### src/rtl/core/spp_pkg.sv
`timescale 1ns / 1ps
// ----------------------------------------------------------------------------
// Sequence-to-phase phasor package
// Widths, fixed-point constants, the CORDIC arctangent table and shared types.
// ----------------------------------------------------------------------------
package spp_pkg;

  // Number of CORDIC iterations in each chain.
  localparam int CORDIC_STAGES = 16;
  localparam int MAX_STAGES    = 24;
  localparam int SHIFT_W       = $clog2(MAX_STAGES);

  // Field widths.
  localparam int MAG_W  = 24;
  localparam int ANG_W  = 16;
  localparam int PMAG_W = 26;

  // Internal widths: rectangular values, CORDIC angle, scaled magnitude.
  localparam int DW   = 38;
  localparam int ZW   = 32;
  localparam int X0_W = 32;
  localparam int VXU_W = 36;
  localparam int HALF_W = VXU_W / 2;

  // Lanes: zero sequence, positive per phase, negative per phase.
  localparam int PHASES    = 3;
  localparam int ROT_LANES = 1 + 2 * PHASES;
  localparam int LANE_ZERO = 0;
  localparam int LANE_POS  = 1;
  localparam int LANE_NEG  = 1 + PHASES;

  // Front stages, back stages and overall latency.
  localparam int FRONT_LAT = 3;
  localparam int BACK_LAT  = 2;
  localparam int LAT       = FRONT_LAT + CORDIC_STAGES + 2 + CORDIC_STAGES + BACK_LAT;

  // Fixed-point constants.
  localparam logic [23:0] INV_K     = 24'd10188014;
  localparam logic [23:0] INV_SQRT3 = 24'd9686330;
  localparam logic [23:0] RECIP3    = 24'd11184811;
  localparam logic [PMAG_W-1:0] MAG_MAX = 26'd50331645;

  // Angles in 1/64 degree.
  localparam int DEG30     = 1920;
  localparam int DEG90     = 5760;
  localparam int DEG120    = 7680;
  localparam int DEG180    = 11520;
  localparam int DEG270    = 17280;
  localparam int FULL_TURN = 23040;

  // Flags of a phase sum that the angle rule needs.
  typedef struct packed {
    logic xz;
    logic yz;
    logic xneg;
    logic ypos;
  } side_t;

  // Arctangent of 2^-i in units of 2^-20 degree.
  function automatic logic signed [ZW-1:0] atan_val(input logic [SHIFT_W-1:0] i);
    logic signed [ZW-1:0] v;
    case (i)
      5'd0:    v = 32'sd47185920;
      5'd1:    v = 32'sd27855475;
      5'd2:    v = 32'sd14718068;
      5'd3:    v = 32'sd7471121;
      5'd4:    v = 32'sd3750058;
      5'd5:    v = 32'sd1876857;
      5'd6:    v = 32'sd938658;
      5'd7:    v = 32'sd469357;
      5'd8:    v = 32'sd234682;
      5'd9:    v = 32'sd117342;
      5'd10:   v = 32'sd58671;
      5'd11:   v = 32'sd29335;
      5'd12:   v = 32'sd14668;
      5'd13:   v = 32'sd7334;
      5'd14:   v = 32'sd3667;
      5'd15:   v = 32'sd1833;
      5'd16:   v = 32'sd917;
      5'd17:   v = 32'sd458;
      5'd18:   v = 32'sd229;
      5'd19:   v = 32'sd115;
      5'd20:   v = 32'sd57;
      5'd21:   v = 32'sd29;
      5'd22:   v = 32'sd14;
      5'd23:   v = 32'sd7;
      default: v = '0;
    endcase
    return v;
  endfunction

endpackage

### src/rtl/core/spp_rot_cell.sv
`timescale 1ns / 1ps
// ----------------------------------------------------------------------------
// Rotation CORDIC cell
// One registered micro-rotation of one lane, driving the residual angle to 0.
// ----------------------------------------------------------------------------
module spp_rot_cell (
  input  logic                             clk,
  input  logic                             en,
  input  logic [spp_pkg::SHIFT_W-1:0]      shift,
  input  logic signed [spp_pkg::DW-1:0]    x_in,
  input  logic signed [spp_pkg::DW-1:0]    y_in,
  input  logic signed [spp_pkg::ZW-1:0]    z_in,
  input  logic                             flip_in,
  output logic signed [spp_pkg::DW-1:0]    x_out,
  output logic signed [spp_pkg::DW-1:0]    y_out,
  output logic signed [spp_pkg::ZW-1:0]    z_out,
  output logic                             flip_out
);
  import spp_pkg::*;

  logic signed [DW-1:0] dx;
  logic signed [DW-1:0] dy;
  logic signed [ZW-1:0] at;

  // Shifted cross terms and the step angle for this iteration.
  assign dx = y_in >>> shift;
  assign dy = x_in >>> shift;
  assign at = atan_val(shift);

  // Rotate towards a zero residual angle.
  always_ff @(posedge clk) begin
    if (en) begin
      if (!z_in[ZW-1]) begin
        x_out <= x_in - dx;
        y_out <= y_in + dy;
        z_out <= z_in - at;
      end else begin
        x_out <= x_in + dx;
        y_out <= y_in - dy;
        z_out <= z_in + at;
      end
      flip_out <= flip_in;
    end
  end

endmodule

### config.mk
export PLATFORM = sky130hd
export DESIGN_NAME = spp_rot_cell
export DESIGN_NICKNAME = d
export VERILOG_FILES = /design/src/rtl/core/spp_pkg.sv /design/src/rtl/core/spp_rot_cell.sv
export SDC_FILE = /design/constraint.sdc
export NUM_CORES = 1
export LEC_CHECK = 0
export BUFFER_PORTS_ARGS = -buffer_cell sky130_fd_sc_hd__buf_2
export CAP_MARGIN = 20
export CORE_MARGIN = 2
export CORE_UTILIZATION = 45
export DETAILED_ROUTE_END_ITERATION = 10
export PLACE_DENSITY = 0.75
export SLEW_MARGIN = 10
export SYNTH_ARGS = -nofsm -noshare
export SYNTH_HDL_FRONTEND = slang
export SYNTH_SLANG_ARGS = --single-unit
### constraint.sdc
create_clock -name clk -period 5.6 [get_ports clk]
set_input_delay 0.28 -clock clk [delete_from_list [all_inputs] [get_ports clk]]
set_output_delay 0.28 -clock clk [all_outputs]
set_load 0.01 [all_outputs]
==> reports/metrics.yaml <==
overflow: 0
finalNetCount: 2653
coreArea_um2: 36600
hold_viol: 0
cts_buffers: 9
syn_area_um2: 16700
ys_warn_count: 0
min_from: "flip_in"
start_util_pct: 45.7
via_per_inst: 6.14
startpoint: "shift[0]"
ioPinCount: 225
drt_first_pass_iters: 5
stdcell_area_um2: 21900
place.gp.congestion: 1.02
clk_pin_slew_ns: 0.08
synth-seq-cells: 109
worstPathRequired_ns: 5.75
ant_nets: 0
grt_max_degree: 60
synth_fp_nets: 2067
die_area_um2: 38700
cts_tree: "yes"
yosysTopAreaCell: "edfxtp_1"
dieWidth_um: 197
area_growth_pct: 31.3
io_buffers: 224
finalSetupTns_ns: 0
crit_path_cell_trace: "buf_8, buf_12, buf_12, mux4_2, mux2_2, a221o_1, nor4_4, and4b_1, a21oi_1, xor2_1, ha_1, a21o_1, a21oi_1, nand3_1, nand4bb_2, a31o_2, nand4bb_1, a41o_1, o41a_1, a31oi_1, xnor2_1"
ys.flop_type: "edfxtp_1"
yosys-top-cells-area: "edfxtp_1, mux4_2, ha_1"
finalCriticalPeriod_ns: 5.39
timing.slew.headroom_pct: 33.6
crit_arrival_ns: 5.54
period_share_pct: 96.3
placed_cell_area_um2: 21500
timing.fmax_mhz: 186
yosys.area.top_type_share_pct: 19.6
routed_wl_um: 66500
htree_levels: 3
layout-drive-gt1-share_pct: 36.3
synth_most_common_cell: "a21oi_1"
leakage_uw: 0.00974
n_fill_cell: 3231
synth_edf_count: 109
root_buffer: "clkbuf_16"
multi_input_area_um2: 12800
async_flop_share_pct: 0
clockBufferDepth: 2
drv_slew: 0
antenna_found_initial: 2
grt_pass1_vias: 17500
cp_max_fo: 10
status: "finished, final reports clean"
slowest_delay_ns: 0.51
grt_pass1_wl_um: 100000
powerDensity_nw_per_um2: 241
wl_per_cell_um: 23.0
maxCapViolCount: 0
seq_area_um2: 3270
syn_area_per_cell_um2: 9.12
setup_viol: 0
vdd.ir_drop.worst_mv: 0.190
slowest_stage: "mux4_2"
tightestPinTransition_ns: 0.994
std_cell_rows: 70
dieHeight_um: 197
cts_hold_buf: 0
seq_area_frac_synth_pct: 19.6
cts_sinks: 109
start_kind: "primary input"
worstHoldPathType: "primary input to register"
yosysUniqueCellTypes: 96
drc: 0
worstSetupPathType: "primary input to register"
synth_cells: 1833
num_vias: 17800
grt_usage_pct: 34.0
drtIter0Drc: 1399
worstSetupEndpointType: "register"
min_path_cells: 1
dp_hpwl_um: 54100
synth_common_cells: "a21oi_1, nand2_1, nor2_1, xnor2_1, ha_1"
==> worst paths after layout <==
path                        end  slack (ns)
worst max-delay path  y_out[37]        0.21
worst min-delay path   flip_out        0.06
==> logic make-up after synthesis <==
family | count (synthesis) | share of synthesized area, %
AND/OR/NAND/NOR | 532 | 15.7
AO/OA/AOI/OAI | 527 | 20.5
multiplexers | 201 | 21.1
XOR/XNOR | 187 | 9.80
buffers and inverters | 159 | 4.41
adder cells (fa/ha/maj) | 118 | 8.97
flip-flops | 109 | 19.6
==> layout by cell type, fill, tap and decap left out, drive strengths merged, types with 10 or more instances in the layout <==
cell and count:
a211oi 11, a21o 41, a21oi 175, a31oi 32
and2 31, and3 29, buf 681, edfxtp 109
ha 115, inv 54, mux2 20, mux2i 66
mux4 115, nand2 151, nand2b 24, nand3 41
nand4 11, nor2 149, nor2b 19, nor3 34
o21a 32, o21ai 87, o21bai 10, o22ai 18
xnor2 117, xor2 70
==> critical path: cells and delay by family <==
| family | cells | cell delay [ns] |
|---|---|---|
| compound gates | 8 | 2.00 |
| xor+xnor | 2 | 0.25 |
| fa+ha+maj | 1 | 0.20 |
| buf+inv | 3 | 0.43 |
| mux | 2 | 0.83 |
| simple gates | 5 | 1.52 |
==> stage by stage <==
step	utilization, %	std cells	power [uW]	hold slack (ns)	setup slack (ns)
floorplan	-	1833	3160	0.379	0.000963
global placement	58.8	2873	4530	0.462	-0.335
detailed placement	58.8	2873	4580	0.460	-0.395
CTS	59.5	2888	5240	0.0492	0.000568
global route	59.9	2891	5610	0.0674	-0.0160
finish	59.9	2893	5290	0.0637	0.209
==> report_power, final <==
group / switching [uW] / internal (uW)
Clock: 334 / 300
Combinational: 1760 / 1620
Sequential: 52.7 / 1220
Total: 2150 / 3140
==> final cells by class <==
type                            count  area share (%)
Multi-Input combinational cell   1565            58.6
Inverter                           53           0.907
Clock buffer                        9            1.03
Antenna cell                        2          0.0228
Tap cell                          468            2.67
Clock inverter                      6           0.177
Timing Repair Buffer              681            21.7
Sequential cell                   109            14.9
==> per-layer routing <==
layer,vias to the layer above,track usage (%),wire length (um)
met3,136,4.93,4760
met2,776,57.3,31500
met4,4,14.8,2770
met5,-,0,26
li1,8206,-,-
met1,8628,43.5,27400
==> flip-flops by register name, indices dropped and copies added, names as in the netlist <==
name      cells
x_out        38
y_out        38
z_out        32
flip_out      1
==> timing repair <==
action	in CTS	in global routing
resized for setup	0	40
endpoints found under the setup margin	0	18
setup buffers	0	3
No activity file was read; power rests on OpenSTA's default activity.
