$ cat config.mk
export PLATFORM = sky130hd
export DESIGN_NAME = spp_back
export DESIGN_NICKNAME = d
export VERILOG_FILES = /design/src/rtl/core/spp_pkg.sv /design/src/rtl/core/spp_back.sv
export SDC_FILE = /design/constraint.sdc
export NUM_CORES = 1
export LEC_CHECK = 0
export CAP_MARGIN = 10
export CORE_ASPECT_RATIO = 1.1
export CORE_MARGIN = 2
export CORE_UTILIZATION = 55
export CTS_CLUSTER_DIAMETER = 60
export DETAILED_ROUTE_END_ITERATION = 8
export DONT_BUFFER_PORTS = 1
export GPL_ROUTABILITY_DRIVEN = 0
export MAX_ROUTING_LAYER = met4
export PLACE_DENSITY = 0.73
export SLEW_MARGIN = 20
export SYNTH_ARGS = -nofsm -noshare
export SYNTH_HDL_FRONTEND = slang
export SYNTH_SLANG_ARGS = --single-unit
$ cat constraint.sdc
create_clock -name clk -period 7.9 [get_ports clk]
set_clock_uncertainty 0.2 [all_clocks]
set_input_delay 1.58 -clock clk [delete_from_list [all_inputs] [get_ports clk]]
set_output_delay 1.58 -clock clk [all_outputs]
set_load 0.05 [all_outputs]
$ cat src/rtl/core/spp_pkg.sv
`timescale 1ns / 1ps
// ----------------------------------------------------------------------------
// Sequence-to-phase phasor package
// Widths, fixed-point constants, the CORDIC arctangent table and shared types.
// ----------------------------------------------------------------------------
package spp_pkg;

  // Number of CORDIC iterations in each chain.
  localparam int CORDIC_STAGES = 16;
  localparam int MAX_STAGES    = 24;
  localparam int SHIFT_W       = $clog2(MAX_STAGES);

  // Field widths.
  localparam int MAG_W  = 24;
  localparam int ANG_W  = 16;
  localparam int PMAG_W = 26;

  // Internal widths: rectangular values, CORDIC angle, scaled magnitude.
  localparam int DW   = 38;
  localparam int ZW   = 32;
  localparam int X0_W = 32;
  localparam int VXU_W = 36;
  localparam int HALF_W = VXU_W / 2;

  // Lanes: zero sequence, positive per phase, negative per phase.
  localparam int PHASES    = 3;
  localparam int ROT_LANES = 1 + 2 * PHASES;
  localparam int LANE_ZERO = 0;
  localparam int LANE_POS  = 1;
  localparam int LANE_NEG  = 1 + PHASES;

  // Front stages, back stages and overall latency.
  localparam int FRONT_LAT = 3;
  localparam int BACK_LAT  = 2;
  localparam int LAT       = FRONT_LAT + CORDIC_STAGES + 2 + CORDIC_STAGES + BACK_LAT;

  // Fixed-point constants.
  localparam logic [23:0] INV_K     = 24'd10188014;
  localparam logic [23:0] INV_SQRT3 = 24'd9686330;
  localparam logic [23:0] RECIP3    = 24'd11184811;
  localparam logic [PMAG_W-1:0] MAG_MAX = 26'd50331645;

  // Angles in 1/64 degree.
  localparam int DEG30     = 1920;
  localparam int DEG90     = 5760;
  localparam int DEG120    = 7680;
  localparam int DEG180    = 11520;
  localparam int DEG270    = 17280;
  localparam int FULL_TURN = 23040;

  // Flags of a phase sum that the angle rule needs.
  typedef struct packed {
    logic xz;
    logic yz;
    logic xneg;
    logic ypos;
  } side_t;

  // Arctangent of 2^-i in units of 2^-20 degree.
  function automatic logic signed [ZW-1:0] atan_val(input logic [SHIFT_W-1:0] i);
    logic signed [ZW-1:0] v;
    case (i)
      5'd0:    v = 32'sd47185920;
      5'd1:    v = 32'sd27855475;
      5'd2:    v = 32'sd14718068;
      5'd3:    v = 32'sd7471121;
      5'd4:    v = 32'sd3750058;
      5'd5:    v = 32'sd1876857;
      5'd6:    v = 32'sd938658;
      5'd7:    v = 32'sd469357;
      5'd8:    v = 32'sd234682;
      5'd9:    v = 32'sd117342;
      5'd10:   v = 32'sd58671;
      5'd11:   v = 32'sd29335;
      5'd12:   v = 32'sd14668;
      5'd13:   v = 32'sd7334;
      5'd14:   v = 32'sd3667;
      5'd15:   v = 32'sd1833;
      5'd16:   v = 32'sd917;
      5'd17:   v = 32'sd458;
      5'd18:   v = 32'sd229;
      5'd19:   v = 32'sd115;
      5'd20:   v = 32'sd57;
      5'd21:   v = 32'sd29;
      5'd22:   v = 32'sd14;
      5'd23:   v = 32'sd7;
      default: v = '0;
    endcase
    return v;
  endfunction

endpackage

$ cat src/rtl/core/spp_back.sv
`timescale 1ns / 1ps
// ----------------------------------------------------------------------------
// Polar output stage
// Removes the CORDIC gain from one phase magnitude and applies the angle rule.
// ----------------------------------------------------------------------------
module spp_back (
  input  logic                              clk,
  input  logic                              en,
  input  logic signed [spp_pkg::DW-1:0]     vx,
  input  logic signed [spp_pkg::ZW-1:0]     z,
  input  spp_pkg::side_t                    side,
  output logic [spp_pkg::PMAG_W-1:0]        mag,
  output logic signed [spp_pkg::ANG_W-1:0]  ang
);
  import spp_pkg::*;

  logic [VXU_W-1:0]          vxc;
  logic signed [ZW-1:0]      off;
  logic signed [ZW-1:0]      zr;
  logic signed [ZW-1:0]      zc;
  logic signed [ANG_W-1:0]   ang_sel;
  logic [HALF_W+23:0]        p_lo, p_hi;
  logic signed [ANG_W-1:0]   ang1;
  logic [60:0]               full;
  logic [28:0]               m;

  // A negative result magnitude clamps to zero.
  assign vxc = vx[DW-1] ? '0 : vx[VXU_W-1:0];

  // Half-turn offset for vectors in the left half plane, then rounding.
  assign off = !side.xneg ? '0 : (side.ypos ? ZW'(DEG180 * 16384) : -ZW'(DEG180 * 16384));
  assign zr  = (off + z + ZW'(8192)) >>> 14;
  assign zc  = (zr > ZW'(DEG180)) ? ZW'(DEG180) :
               (zr < -ZW'(DEG180)) ? -ZW'(DEG180) : zr;

  // Exact axis cases override the CORDIC angle.
  always_comb begin
    if (side.xz) begin
      if (side.yz) ang_sel = '0;
      else if (side.ypos) ang_sel = ANG_W'(DEG90);
      else ang_sel = ANG_W'(DEG270);
    end else if (side.yz) begin
      ang_sel = side.xneg ? ANG_W'(DEG180) : '0;
    end else begin
      ang_sel = ANG_W'(zc);
    end
  end

  // First stage: split gain product.
  always_ff @(posedge clk) begin
    if (en) begin
      p_lo <= (HALF_W + 24)'(vxc[HALF_W-1:0]) * (HALF_W + 24)'(INV_K);
      p_hi <= (HALF_W + 24)'(vxc[VXU_W-1:HALF_W]) * (HALF_W + 24)'(INV_K);
      ang1 <= ang_sel;
    end
  end

  // Second stage: join, round, saturate.
  assign full = (61'(p_hi) << HALF_W) + 61'(p_lo) + 61'h80000000;
  assign m    = full[60:32];

  always_ff @(posedge clk) begin
    if (en) begin
      mag <= (m > 29'(MAG_MAX)) ? MAG_MAX : m[PMAG_W-1:0];
      ang <= ang1;
    end
  end

endmodule

==> impl_results.md <==
- Hold Path Class: reg -> reg
- Status: finished, final reports clean
- Minimum clock period: 7.63 ns
- Pins Over Slew Limit: 0
- Final-report setup violation count: 0
- RSZ-0062 raised after global routing: no
- Post-cts repair resize count: 0
- Die W: 193 um
- Row Count: 76
- Final setup TNS: 0 ns
- Num CTS Buffers: 17
- Final nets: 2957
- Initial Util: 55.4%
- DIE AREA: 40800 um^2
- Worst setup EP type: flop
- Cell count after synthesis: 2101
- N_diodes: 0
- # clock sinks: 122
- Pre-CTS setup slack: -0.126 ns
- Fmax: 131 MHz
- Fin. Hold Viols: 0
- First-pass GRT wire length: 79700 um
- Residual DRC: 0
- Post-synth ARST share: 0%
- IO buf count: 0
- Critical path type: in -> reg
- Share of cells above drive strength 1: 6.59%
- CTS hold repair buffers: 0
- Vias: 14.6k
- Avg Synthesized Cell Area: 10.3 um^2
- Number of synthesized flops with an enable pin: 122
- Worst-Margin Slew: 1.08 ns
- Top cell type's share of synthesized area: 32.3%
- Reg clk slew, reported paths: 0.06 ns
- Final WS setup: 0.265 ns
- Die Y: 212 um
- Max Cap Viol: 0
- CP startpoint kind: input port
- Post-CTS setup buffer count: 0
- Largest cells by area after synthesis: fa_1 32%, ha_1 20%, edfxtp_1 17%, inv_1 11%, xnor2_1 2.7%
- Dominant synthesized flop cell: edfxtp_1
- Vias in the first global route: 15.8k
- WHS: 0.217 ns
- Post-DRT Antenna Nets: 0
- Gr ovfl total: 0
- Initial DRC count: 788
- Synth area leader: fa_1
- Slew HR: 28.0%
- Wire per inst: 17.7 um
- Hpwl dp: 42600 um
- Num ports: 118
- Yosys reg bits: 122
- Worst-Skew Late Latency: 0.42 ns
- Yosys warnings: 0
- First drt pass iteration count: 5
- Drt total wl: 48000 um
- CTS tree: done
- Synth cell types: 77
- Req. time, crit path: 7.87 ns
- Period utilization: 96.6%
- Largest net degree at the start of global routing: 123
- CTS Root Cell: clkbuf_16
- Crit path max fanout: 41
- Synthesized area: 21600 um^2
- Net count after synthesis: 2870
- H-tree levels: 4
- Non-filler cells, final: 2708
- Post-placement cell count: 2676
- Worst Path Arrival: 7.60 ns
- Core area: 38900 um^2
- Initial antenna violation count: 0
- Gr usage total: 26.1%
- Vias per inst: 5.38
- Longest Clk Path Bufs: 2
- Seq/Total Area, Yosys: 17.0%
- Syn-to-layout area delta: 8.50%
[synthesized netlist by cell type, types with 5 or more instances]
cell	number
inv_1	608
fa_1	348
ha_1	345
edfxtp_1	122
a21oi_1	71
xnor2_1	66
nand2_1	63
nor2_1	54
o21ai_0	42
a21o_1	38
nand2b_1	36
nor3_1	29
xor2_1	28
nand3_1	23
nor2b_1	22
o21a_1	14
and3_1	13
nand4_1	12
o211ai_1	11
o21bai_1	9
a31oi_1	8
clkbuf_1	8
a211oi_1	7
and2_1	7
or2_2	7
a211o_1	5
a31o_2	5
o31ai_1	5
or3_1	5
[through the flow]
stage,utilization (%),area (um^2)
5_1_grt,60.1,23400
3_3_place_gp,58.5,22700
3_5_place_dp,58.5,22700
2_1_floorplan,-,21600
4_1_cts,60.1,23400
6_report,60.1,23400
[layer usage]
layer | up-vias | share of wire (%) | track usage (%)
met5 | - | 0 | -
met4 | 0 | 3.8 | 9.58
met3 | 102 | 2.8 | 2.54
met2 | 298 | 53 | 46.4
met1 | 7276 | 40 | 30.7
li1 | 6896 | - | -
[worst paths after layout]
| kind | startpoint | to | slack (ns) | cells past startpoint |
|---|---|---|---|---|
| setup / recovery | vx[37] | p_lo[41]$_DFFE_PP_ | 0.27 | 22 |
| hold / removal | ang1[0]$_SDFFCE_PP0P_ | ang[0]$_DFFE_PP_ | 0.22 | 0 |
| setup reg to reg | p_lo[22]$_DFFE_PP_ | mag[10]$_SDFFCE_PN1P_ | 3.41 | 11 |
| hold reg to reg | ang1[0]$_SDFFCE_PP0P_ | ang[0]$_DFFE_PP_ | 0.22 | 0 |
[cells in the final DEF, fill, tap and decap left out, types with 7 or more instances in the layout]
cell type and n:
fa_1 348, nand4_1 12, ha_1 345, xnor2_1 66
edfxtp_1 122, a21oi_1 71, nand3_1 23, nand2_1 63
nand2b_1 36, a21o_1 38, clkbuf_16 17, inv_1 608
buf_4 83, a211oi_1 7, o21bai_1 9, o21ai_0 42
nor2_1 54, or2_2 7, o21a_1 14, o211ai_1 11
and3_1 13, nor3_1 29, a31oi_1 8, xor2_1 28
nor2b_1 18, and2_1 7
[logic make-up after synthesis]
| kind of cell | count (synthesis) | synth area share, % |
|---|---|---|
| compound gates | 264 | 8.39 |
| simple gates | 302 | 7.34 |
| buf+inv | 623 | 11.0 |
| mux | 3 | 0.145 |
| xor+xnor | 94 | 3.82 |
| flops | 122 | 17.0 |
| fa+ha+maj | 693 | 52.4 |
[layout make-up]
cell class                 instances  area [um^2]
clock buffer                      17          425
clock inverter                    15          213
fill                            3166        15500
inverter                         608         2280
multi-input combinational       1356        15500
sequential                       122         3660
tap                              507          634
timing repair buffer              83          623
[worst max-delay path, cell delays in order]
cell       delay, ns
nor2b_2         0.27
fa_1            0.48
inv_1           0.13
fa_1            0.44
inv_1           0.13
fa_1            0.48
fa_1            0.50
inv_1           0.06
fa_1            0.51
fa_1            0.55
inv_1           0.05
ha_1            0.30
a2111oi_0       0.43
o21ai_0         0.20
a221o_1         0.34
nand2_1         0.09
o21ai_2         0.07
buf_4           0.17
a311oi_1        0.36
a21oi_1         0.18
a21oi_1         0.20
xnor2_1         0.08
[sequential cells by signal, summed over array words and instances, names as in the netlist]
name	count
p_hi	41
mag	26
p_lo	23
ang1	16
ang	16
Power is not shown: default switching activity piles up to over one toggle a cycle in this logic, so the estimate is an artifact.
