**config.mk**
```make
export PLATFORM = sky130hd
export DESIGN_NAME = spp_vec_cell
export DESIGN_NICKNAME = d
export VERILOG_FILES = /design/src/rtl/core/spp_pkg.sv /design/src/rtl/core/spp_vec_cell.sv
export SDC_FILE = /design/constraint.sdc
export NUM_CORES = 1
export LEC_CHECK = 0
export BUFFER_PORTS_ARGS = -buffer_cell sky130_fd_sc_hd__buf_2
export CAP_MARGIN = 40
export CORE_AREA = 10 10 181 226
export DETAILED_ROUTE_END_ITERATION = 12
export DIE_AREA = 0 0 191 236
export PLACE_DENSITY_LB_ADDON = 0.25
export SETUP_SLACK_MARGIN = 0.15
export SLEW_MARGIN = 20
export SYNTH_ARGS = -nofsm -noshare
export SYNTH_HDL_FRONTEND = slang
export SYNTH_SLANG_ARGS = --single-unit
```
**constraint.sdc**
```tcl
create_clock -name clk -period 6.6 [get_ports clk]
set_clock_uncertainty 0.05 [all_clocks]
set_input_delay 1.32 -clock clk [delete_from_list [all_inputs] [get_ports clk]]
set_output_delay 1.32 -clock clk [all_outputs]
set_load 0.01 [all_outputs]
```
**src/rtl/core/spp_pkg.sv**
```systemverilog
`timescale 1ns / 1ps
// ----------------------------------------------------------------------------
// Sequence-to-phase phasor package
// Widths, fixed-point constants, the CORDIC arctangent table and shared types.
// ----------------------------------------------------------------------------
package spp_pkg;

  // Number of CORDIC iterations in each chain.
  localparam int CORDIC_STAGES = 16;
  localparam int MAX_STAGES    = 24;
  localparam int SHIFT_W       = $clog2(MAX_STAGES);

  // Field widths.
  localparam int MAG_W  = 24;
  localparam int ANG_W  = 16;
  localparam int PMAG_W = 26;

  // Internal widths: rectangular values, CORDIC angle, scaled magnitude.
  localparam int DW   = 38;
  localparam int ZW   = 32;
  localparam int X0_W = 32;
  localparam int VXU_W = 36;
  localparam int HALF_W = VXU_W / 2;

  // Lanes: zero sequence, positive per phase, negative per phase.
  localparam int PHASES    = 3;
  localparam int ROT_LANES = 1 + 2 * PHASES;
  localparam int LANE_ZERO = 0;
  localparam int LANE_POS  = 1;
  localparam int LANE_NEG  = 1 + PHASES;

  // Front stages, back stages and overall latency.
  localparam int FRONT_LAT = 3;
  localparam int BACK_LAT  = 2;
  localparam int LAT       = FRONT_LAT + CORDIC_STAGES + 2 + CORDIC_STAGES + BACK_LAT;

  // Fixed-point constants.
  localparam logic [23:0] INV_K     = 24'd10188014;
  localparam logic [23:0] INV_SQRT3 = 24'd9686330;
  localparam logic [23:0] RECIP3    = 24'd11184811;
  localparam logic [PMAG_W-1:0] MAG_MAX = 26'd50331645;

  // Angles in 1/64 degree.
  localparam int DEG30     = 1920;
  localparam int DEG90     = 5760;
  localparam int DEG120    = 7680;
  localparam int DEG180    = 11520;
  localparam int DEG270    = 17280;
  localparam int FULL_TURN = 23040;

  // Flags of a phase sum that the angle rule needs.
  typedef struct packed {
    logic xz;
    logic yz;
    logic xneg;
    logic ypos;
  } side_t;

  // Arctangent of 2^-i in units of 2^-20 degree.
  function automatic logic signed [ZW-1:0] atan_val(input logic [SHIFT_W-1:0] i);
    logic signed [ZW-1:0] v;
    case (i)
      5'd0:    v = 32'sd47185920;
      5'd1:    v = 32'sd27855475;
      5'd2:    v = 32'sd14718068;
      5'd3:    v = 32'sd7471121;
      5'd4:    v = 32'sd3750058;
      5'd5:    v = 32'sd1876857;
      5'd6:    v = 32'sd938658;
      5'd7:    v = 32'sd469357;
      5'd8:    v = 32'sd234682;
      5'd9:    v = 32'sd117342;
      5'd10:   v = 32'sd58671;
      5'd11:   v = 32'sd29335;
      5'd12:   v = 32'sd14668;
      5'd13:   v = 32'sd7334;
      5'd14:   v = 32'sd3667;
      5'd15:   v = 32'sd1833;
      5'd16:   v = 32'sd917;
      5'd17:   v = 32'sd458;
      5'd18:   v = 32'sd229;
      5'd19:   v = 32'sd115;
      5'd20:   v = 32'sd57;
      5'd21:   v = 32'sd29;
      5'd22:   v = 32'sd14;
      5'd23:   v = 32'sd7;
      default: v = '0;
    endcase
    return v;
  endfunction

endpackage

```
**src/rtl/core/spp_vec_cell.sv**
```systemverilog
`timescale 1ns / 1ps
// ----------------------------------------------------------------------------
// Vectoring CORDIC cell
// One registered micro-rotation of one phase, driving the imaginary part to 0.
// ----------------------------------------------------------------------------
module spp_vec_cell (
  input  logic                             clk,
  input  logic                             en,
  input  logic [spp_pkg::SHIFT_W-1:0]      shift,
  input  logic signed [spp_pkg::DW-1:0]    x_in,
  input  logic signed [spp_pkg::DW-1:0]    y_in,
  input  logic signed [spp_pkg::ZW-1:0]    z_in,
  input  spp_pkg::side_t                   side_in,
  output logic signed [spp_pkg::DW-1:0]    x_out,
  output logic signed [spp_pkg::DW-1:0]    y_out,
  output logic signed [spp_pkg::ZW-1:0]    z_out,
  output spp_pkg::side_t                   side_out
);
  import spp_pkg::*;

  logic signed [DW-1:0] dx;
  logic signed [DW-1:0] dy;
  logic signed [ZW-1:0] at;

  // Shifted cross terms and the step angle for this iteration.
  assign dx = y_in >>> shift;
  assign dy = x_in >>> shift;
  assign at = atan_val(shift);

  // Rotate the vector onto the real axis, accumulating the angle.
  always_ff @(posedge clk) begin
    if (en) begin
      if (!y_in[DW-1]) begin
        x_out <= x_in + dx;
        y_out <= y_in - dy;
        z_out <= z_in + at;
      end else begin
        x_out <= x_in - dx;
        y_out <= y_in + dy;
        z_out <= z_in - at;
      end
      side_out <= side_in;
    end
  end

endmodule

```
==> run summary, run 1 <==
### Run status
* negative setup slack — failing checks
* finished, violations left — run status

### Power and ir drop
* 196 nW/um2 — Pwr Density
* 11.9 nW — Leak Pwr
* 199 uV — VDD IR-drop max

### Global routing
* 22,000 — number of global-route vias before repair
* 132,000 um — global-route wire length before repair
* 62 — pin count of the biggest net entering global routing
* 0.380 — gr usage total
* 0 — Overflow after GRT
* 2 — initial antenna violation count

### Drt
* 89,300 um — post-detailed-routing wire length
* 2,430 — DRT iter0 DRCs
* 26.3 um — wire length per cell after detailed routing
* 0 — number of antenna-violating nets in the routed design
* 6.40 — via/cell ratio
* 21,700 — Vias
* 0 — number of remaining DRC errors
* 6 — 1st-pass router iterations

### Synthesis
* edfxtp_1 — leading area contributor after synthesis
* edfxtp_1 19%, mux4_2 11%, ha_1 8.0% — top post-synthesis cells by area
* 0 — Warnings, synthesis
* 0.186 — proportion of netlist area held by the largest area contributor
* 18,100 um2 — post-synth design cell area
* edfxtp_1 — Top FF cell, synth
* 112 — post-synthesis register bit count
* 103 — distinct cell type count after synthesis
* 9.10 um2 — Mapped Avg Cell Area
* nor2_1 — most frequently used cell type in the post-synthesis netlist
* 175 x nor2_1, 162 x a21oi_1, 134 x nand2_1 — top cell types by occurrence after synthesis
* 112 — EDFF count, synth
* 2,222 — Net Count, Synth
* 0.186 — sequential element share of the synthesized area
* 0 — ys async rst share
* 1,985 — synthesized netlist cell count

### Clock network
* 9 — number of clock buffers inserted by TritonCTS
* clkbuf_16 — clock root buffer
* 2 — maximum root-to-sink buffer count
* 3 — H-tree lvl count
* done — TritonCTS clock tree
* 112 — clock sink total
* 0 — count of hold buffers inserted by post-cts repair
* 90 ps — clock-pin slew on the worst setup and hold paths

### Cells and area
* 46.2% — Synth-to-Final Area Change
* 3360 um2 — area used by sequential logic in the layout
* 3,137 — number of nets in the layout
* 2,735 — total of fill cells in the finished design
* 14,300 um2 — area of combinational cells with multiple inputs
* 0.454 — fraction of layout cells with a size suffix above 1
* 0.720 — Layout Utilization

### Timing
* 0 — final-report hold violation count
* 3 — setup-violating endpoint count in the final report
* yes — RSZ-0062 raised after global routing
* 0 — Pins Over Slew Limit
* 149 MHz — upper clock frequency limit
* -101 ps — min setup slack post-route
* 829 ps — transition time at the pin with the least slew margin
* -122 ps — summed negative setup slack over all endpoints
* 1.02 — ratio of final minimum period to clock period
* 0.447 — Rel. slew slack
* 6700 ps — final critical delay including setup and external delays

### Worst setup path
* mux4_2 — standard cell with the maximum stage delay on the critical path
* 5 — highest fanout seen on the critical path
* 6690 ps — required time at the worst-slack endpoint
* input pin — Worst setup SP type
* 6790 ps — Critical Path AT
* 2 — CP bufs+invs
* buf_16 > mux4_2 > mux4_2 > a221oi_2 > nor4b_4 > and4_1 > and3_4 > buf_6 > and3_4 > a31oi_4 > xor2_2 > ha_1 > nand4_1 > or2_4 > o31a_1 > o21a_1 > o21ai_2 > a41o_1 > a41o_1 > o41ai_2 > xnor3_1 — crit-path cells
* 610 ps — worst stage delay on the critical path
* register — critical path capture point type
* input pin to register — class of the most critical setup path
* simple AND/OR/NAND/NOR gates — cell type group with the largest total delay on the critical path

### Place
* 1.09 — final weighted congestion of routability-driven global placement
* 71,000 um — placed wire-length estimate
* 230 — IO buf count

### Worst hold path
* input pin to register — Hold Path Class

### Die
* 191 um — Die Wd
* 36,700 um2 — area inside the core boundary
* 45,100 um2 — Die Area
* 236 um — y dimension of the die
* 79 — number of cell rows
* 0.492 — Initial Utilization
* 231 — Boundary Pins

### Run
* 0 — maximum capacitance violations

final cells by class:
type / count / share of cell area
flip-flops and latches: 112 / 0.127
inverters: 63 / 0.00905
clock inverters: 6 / 0.00218
diodes: 1 / 0.0000948
multi-input cells: 1681 / 0.541
clock buffers: 10 / 0.00867
well taps: 486 / 0.0230
repair buffers: 1033 / 0.289
kinds of logic (layout without fill, tap and decap cells):
group                      Yosys count  after routing  synth area share
other                                0              1                 0
adders and majority gates          118            118            0.0830
DFF                                112            112             0.186
xor gates and xnor gates           170            170            0.0840
buffers and inverters              192           1112            0.0578
muxes                              227            227             0.212
AOI/OAI and AO/OA                  609            609             0.224
and+or+nand+nor                    557            557             0.153
report_power, final:
group	switching, mW	total, mW	internal, mW
sequential	0.0455	1.10	1.05
clock	0.326	0.594	0.268
combinational	1.81	3.47	1.66
per-stage QoR:
| step | instances | hold slack (ps) | worst slack, ps | power (mW) | cell area, um2 |
|---|---|---|---|---|---|
| finish | 3392 | 1060 | -101 | 5.16 | 26400 |
| global route | 3392 | 1060 | -193 | 5.42 | 26400 |
| CTS | 3355 | 1050 | 157 | 4.98 | 25700 |
| detailed placement | 3323 | 1450 | -874 | 4.31 | 25000 |
| global placement | 3321 | 1450 | -751 | 4.22 | 25000 |
| floorplan | 1985 | 1370 | -178 | 2.77 | 18200 |
metal layers:
metal	up-vias	share of wire	wire length, um	track usage
li1	9536	-	-	-
met4	2	0.080	7120	0.245
met1	10300	0.35	31500	0.430
met3	395	0.084	7490	0.0651
met5	-	0.00015	13	0
met2	1446	0.48	43100	0.645
cells in the final DEF, fill, tap and decap left out, types with 27 or more instances in the layout:
master / n
xnor2_1: 116
nand3_1: 34
o21a_1: 31
a21oi_1: 153
ha_1: 106
nand2b_1: 27
a31oi_1: 37
mux4_2: 96
nor3_1: 36
xor2_1: 49
o21ai_0: 92
buf_2: 224
mux2i_1: 71
edfxtp_1: 112
nor2_1: 167
a21o_1: 40
mux2_2: 35
nand2_1: 131
inv_1: 62
buf_4: 771
repair_timing:
action | 4_1_cts | 5_1_grt
pin swaps | 22 | 49
buffers inserted | 12 | 35
cloned | 4 | 1
gates resized for setup | 56 | 91
setup endpoints to repair | 24 | 28
registers in the layout, summed over array words and instances, names as in the netlist:
name and count:
x_out 38, y_out 38, z_out 32, side_out 4
path summary, 6_finish.rpt:
kind,endpoint,start,cells after the start
min,side_out[0]$_DFFE_PP_,side_in[0],1
max,y_out[37]$_DFFE_PP_,shift[2],21
Note: power is estimated with default switching activity, not from simulation.
==> run 2, diff against run 1 <==
Settings changed: CORE_AREA 10 10 181 226 to 10 10 191 237, CTS_CLUSTER_SIZE from default to 20, DIE_AREA 0 0 191 236 to 0 0 201 247.
==> run 2 against run 1 <==
The run now ends clean. Non-clock buffer count rose by 23. Worst hold slack got worse by 25 ps. Sequential share of layout area fell by 0.15 points. Fmax rose by 3.7%. Sequential cell count did not move. Final area rose by 1.2%. Routed wire length fell by 1.2%. Cell count rose by 2.6%. Critical endpoint is now y_out[36]$_DFFE_PP_. Highest routed layer is now met4.
==> run summary, run 2 (synthesized netlist as in run 1, its figures left out) <==
### Drt
* 0 — number of antenna-violating nets in the routed design
* 88,200 um — post-detailed-routing wire length
* 6.06 — via/cell ratio
* 0 — number of remaining DRC errors
* 42,700 um — DR WL met2
* 32,700 um — WL met1
* 25.3 um — wire length per cell after detailed routing
* 21,100 — Vias
* 6 — 1st-pass router iterations
* 6270 um — met3 wirelength from detailed routing
* met4 — highest metal used
* 2,070 — DRT iter0 DRCs

### Worst setup path
* 6590 ps — Critical Path AT
* register — critical path capture point type
* 24 — highest fanout seen on the critical path
* buf_4 — most used cell along the critical path
* mux4_2 — standard cell with the maximum stage delay on the critical path
* input pin — Worst setup SP type
* 7 — CP bufs+invs
* input pin to register — class of the most critical setup path
* compound AO/OA/AOI/OAI gates — cell type group with the largest total delay on the critical path
* 6730 ps — required time at the worst-slack endpoint
* buf_16 > buf_4 > buf_16 > inv_1 > buf_4 > buf_4 > mux4_2 > a22o_1 > or2b_2 > nor4_4 > buf_4 > nor2_1 > xnor2_1 > ha_1 > a21oi_1 > o211ai_1 > o41ai_1 > o2111ai_2 > a21oi_2 > o211ai_1 > a211oi_2 > o21bai_1 > a21oi_1 > xnor2_1 — crit-path cells
* 560 ps — worst stage delay on the critical path

### Cells and area
* buf_4 — most common library cell in the layout ignoring fill and taps
* 3,452 — total of fill cells in the finished design
* 3,160 — number of nets in the layout
* 0.458 — fraction of layout cells with a size suffix above 1
* 786 x buf_4, 223 x buf_2, 169 x nor2_1, 151 x a21oi_1, 132 x nand2_1 — most frequent cells in the layout
* 48.0% — Synth-to-Final Area Change
* 0.655 — Layout Utilization
* x_out: 38 flops, y_out: 38 flops, z_out: 32 flops — registers with the most flip-flops
* 3360 um2 — area used by sequential logic in the layout
* 14,300 um2 — area of combinational cells with multiple inputs

### Die
* 0.442 — Initial Utilization
* 231 — Boundary Pins
* 40,800 um2 — area inside the core boundary
* 247 um — y dimension of the die
* 201 um — Die Wd
* 49,600 um2 — Die Area
* 83 — number of cell rows

### Clock network
* clkbuf_16 — clock root buffer
* 2 — maximum root-to-sink buffer count
* 9 — number of clock buffers inserted by TritonCTS
* 3 — H-tree lvl count
* 112 — clock sink total
* 100 ps — clock-pin slew on the worst setup and hold paths
* done — TritonCTS clock tree

### Timing
* 1030 ps — Hold WS
* 0 — final-report hold violation count
* 0.979 — ratio of final minimum period to clock period
* 0 — setup-violating endpoint count in the final report
* 0 — Pins Over Slew Limit
* 155 MHz — upper clock frequency limit
* yes — RSZ-0062 raised after global routing
* 6460 ps — final critical delay including setup and external delays
* 834 ps — transition time at the pin with the least slew margin
* 0.438 — Rel. slew slack

### Worst hold path
* input pin to register — Hold Path Class

### Global routing
* 0 — initial antenna violation count
* 0 — Overflow after GRT
* 62 — pin count of the biggest net entering global routing
* 129,000 um — global-route wire length before repair
* 21,200 — number of global-route vias before repair
* 0.340 — gr usage total

### Place
* 230 — IO buf count
* 1.09 — final weighted congestion of routability-driven global placement
* 70,700 um — placed wire-length estimate

### Power and ir drop
* 192 nW/um2 — Pwr Density
* 178 uV — VDD IR-drop max
* 5.14 mW — power consumption
* 12.0 nW — Leak Pwr

### Run
* 0 — maximum capacitance violations

### Run status
* finished clean — run status

## run 2: through the flow
| step | cells | worst slack, ps | TNS, ps | instance area [um2] |
|---|---|---|---|---|
| 2_1_floorplan | 1985 | -178 | -389 | 18200 |
| 3_3_place_gp | 3393 | -667 | -10480 | 25100 |
| 3_5_place_dp | 3393 | -744 | -13220 | 25100 |
| 4_1_cts | 3437 | 151 | 0 | 26000 |
| 5_1_grt | 3480 | -45.7 | -45.7 | 26700 |
| 6_report | 3481 | 137 | 0 | 26700 |
## run 2: per-layer routing
| metal | GRT usage | up-vias |
|---|---|---|
| li1 | - | 9568 |
| met1 | 0.382 | 10200 |
| met2 | 0.593 | 1064 |
| met3 | 0.0562 | 272 |
| met4 | 0.218 | 0 |
| met5 | 0 | - |
## run 2: cell type report
cell class / count / area share
diodes: 1 / 0.0000937
well taps: 552 / 0.0258
inverters: 63 / 0.00885
clock inverters: 6 / 0.00253
multi-input cells: 1681 / 0.533
clock buffers: 10 / 0.00857
repair buffers: 1056 / 0.295
flip-flops and latches: 112 / 0.126
## run 2: timing repair
item,CTS,global route
hold buffers,0,0
gates resized for setup,59,100
setup buffers,26,40
endpoints found under the setup margin,26,31
cloned,2,2
pin swaps,28,40
## run 2: final timing paths
kind	from	endpoint	slack, ps	cells past startpoint
setup / recovery	shift[2]	y_out[36]$_DFFE_PP_	140	24
hold / removal	side_in[0]	side_out[0]$_DFFE_PP_	1030	1
## run 2: power by group
part           internal, mW  total (mW)  switching, mW
sequential             1.05        1.10         0.0464
clock                 0.266       0.585          0.319
combinational          1.68        3.46           1.77
==> run 3, diff against run 2 <==
Settings changed: CTS_BUF_LIST from default to sky130_fd_sc_hd__clkbuf_4 sky130_fd_sc_hd__clkbuf_8.
==> run 3 against run 2 <==
Setup slack better by 27 ps. Non-clock buffer count shrank 27. Die area did not move. Core utilization is 1.1 points lower. Final area is 1.7% lower. Critical endpoint is now x_out[37]$_DFFE_PP_.
==> run summary, run 3 (synthesized netlist as in run 1, its figures left out) <==
### Drt
* 7 — 1st-pass router iterations
* 25.1 um — wire length per cell after detailed routing
* 86,700 um — post-detailed-routing wire length
* 2,043 — DRT iter0 DRCs
* 21,000 — Vias
* 0 — number of antenna-violating nets in the routed design
* 6.08 — via/cell ratio
* 0 — number of remaining DRC errors

### Cells and area
* 26,300 um2 — final non-filler cell area
* 14,200 um2 — area of combinational cells with multiple inputs
* 3,520 — total of fill cells in the finished design
* 0.643 — Layout Utilization
* 3360 um2 — area used by sequential logic in the layout
* 0 — # diodes
* 0.448 — fraction of layout cells with a size suffix above 1
* buf_4 — most common library cell in the layout ignoring fill and taps
* 3,133 — number of nets in the layout
* 767 x buf_4, 223 x buf_2, 172 x nor2_1, 154 x a21oi_1, 133 x nand2_1 — most frequent cells in the layout
* 45.4% — Synth-to-Final Area Change
* x_out: 38 flops, y_out: 38 flops, z_out: 32 flops — registers with the most flip-flops

### Worst setup path
* 6810 ps — required time at the worst-slack endpoint
* input pin — Worst setup SP type
* 6650 ps — Critical Path AT
* input pin to register — class of the most critical setup path
* 9 — highest fanout seen on the critical path
* register — critical path capture point type

### Timing
* 952 ps — Hold WS
* 155 MHz — upper clock frequency limit
* 164 ps — min setup slack post-route
* 0 — Pins Over Slew Limit
* 844 ps — transition time at the pin with the least slew margin
* 6440 ps — final critical delay including setup and external delays
* 0 — final-report hold violation count
* 0.431 — Rel. slew slack
* yes — RSZ-0062 raised after global routing
* 0 — setup-violating endpoint count in the final report
* 0.975 — ratio of final minimum period to clock period

### Power and ir drop
* 0.425 — switching share of power
* 2.85 mW — design internal power
* 0.222 — sequential share of power
* 0.093 — clock share of power
* 0.686 — combinational cell fraction of total power
* 2.10 mW — power dissipated by switching net loads
* 177 uV — VDD IR-drop max
* 11.8 nW — Leak Pwr
* 188 nW/um2 — Pwr Density

### Die
* 231 — Boundary Pins
* 40,800 um2 — area inside the core boundary
* 49,600 um2 — Die Area
* 201 um — Die Wd
* 247 um — y dimension of the die
* 0.442 — Initial Utilization
* 83 — number of cell rows

### Clock network
* 3 — H-tree lvl count
* clkbuf_8 — clock root buffer
* 112 — clock sink total
* 9 — number of clock buffers inserted by TritonCTS
* 130 ps — clock-pin slew on the worst setup and hold paths
* 0 — count of hold buffers inserted by post-cts repair
* 2 — maximum root-to-sink buffer count
* done — TritonCTS clock tree

### Global routing
* 0.383 — met1 routing resource usage after global routing
* 21,000 — number of global-route vias before repair
* 62 — pin count of the biggest net entering global routing
* met2 — most crowded layer after global routing
* 0.0556 — met3 Use GR
* 0 — initial antenna violation count
* 0.582 — met2 Track Usage GR
* 0.337 — gr usage total
* 0 — Overflow after GRT
* 128,000 um — global-route wire length before repair

### Place
* 1.09 — final weighted congestion of routability-driven global placement
* 70,700 um — placed wire-length estimate
* -744 ps — worst setup slack after placement
* 25,100 um2 — post-placement cell area
* 230 — IO buf count

### Worst hold path
* input pin to register — Hold Path Class

### Run
* 0 — maximum capacitance violations

### Run status
* finished clean — run status

-- run 3: cell types whose count changed in the layout (fill, tap and decap cells not counted), sizes merged --
cell,previous run,this run
diode,1,0
clkbuf,12,13
bufbuf,1,0
clkinvlp,0,1
inv,64,63
buf,1053,1026
-- run 3: final timing paths --
kind	end	start	cells past startpoint
min	side_out[0]$_DFFE_PP_	side_in[0]	1
max	x_out[37]$_DFFE_PP_	shift[0]	26
-- run 3: critical path, cell delays in order --
cell	delay (ps)
buf_16	130
buf_8	140
buf_12	100
mux4_1	580
mux2_4	330
mux4_2	490
a31o_1	230
nor4_4	170
buf_4	160
and4b_2	330
buf_4	190
nand3_4	80
o21ai_1	170
xnor2_1	140
o21ai_0	130
ha_1	240
a21o_1	160
a21o_1	180
a221oi_2	300
nor2b_1	90
a41oi_2	220
nand3_2	130
and3_4	170
nor2_1	110
a211o_1	140
xnor3_1	200
-- run 3: final cells by class --
| type | instances | share of cell area |
|---|---|---|
| clock buffers | 10 | 0.00500 |
| clock inverters | 6 | 0.00257 |
| inverters | 63 | 0.00915 |
| multi-input cells | 1681 | 0.539 |
| flip-flops and latches | 112 | 0.128 |
| well taps | 552 | 0.0263 |
| repair buffers | 1029 | 0.290 |
-- run 3: routing by layer --
layer	vias to the layer above	wire length, um
met5	-	0
met4	0	6210
met3	272	5790
met2	997	42100
met1	10200	32600
li1	9517	-
-- run 3: power by group through the flow --
stage / clock network [mW] / registers (mW) / logic (mW)
floorplan: 0 / 1.22 / 1.55
global placement: 0 / 1.11 / 3.16
detailed placement: 0 / 1.11 / 3.20
CTS: 0.469 / 1.10 / 3.26
global route: 0.495 / 1.12 / 3.62
finish: 0.458 / 1.10 / 3.39
-- run 3: repair_timing --
| action | CTS | global route |
|---|---|---|
| gates resized for setup | 39 | 79 |
| setup endpoints to repair | 18 | 20 |
| cloned | 0 | 3 |
| pin swaps | 11 | 39 |
| hold endpoints to repair | 0 | 0 |
| setup buffers | 6 | 34 |
-- run 3: metrics by stage --
| stage | total power [mW] | cells | TNS, ps |
|---|---|---|---|
| 6_report | 4.95 | 3453 | 0 |
| 5_1_grt | 5.24 | 3453 | -14.5 |
| 4_1_cts | 4.82 | 3415 | 0 |
| 3_5_place_dp | 4.31 | 3393 | -13220 |
| 3_3_place_gp | 4.27 | 3393 | -10480 |
| 2_1_floorplan | 2.77 | 1985 | -389 |
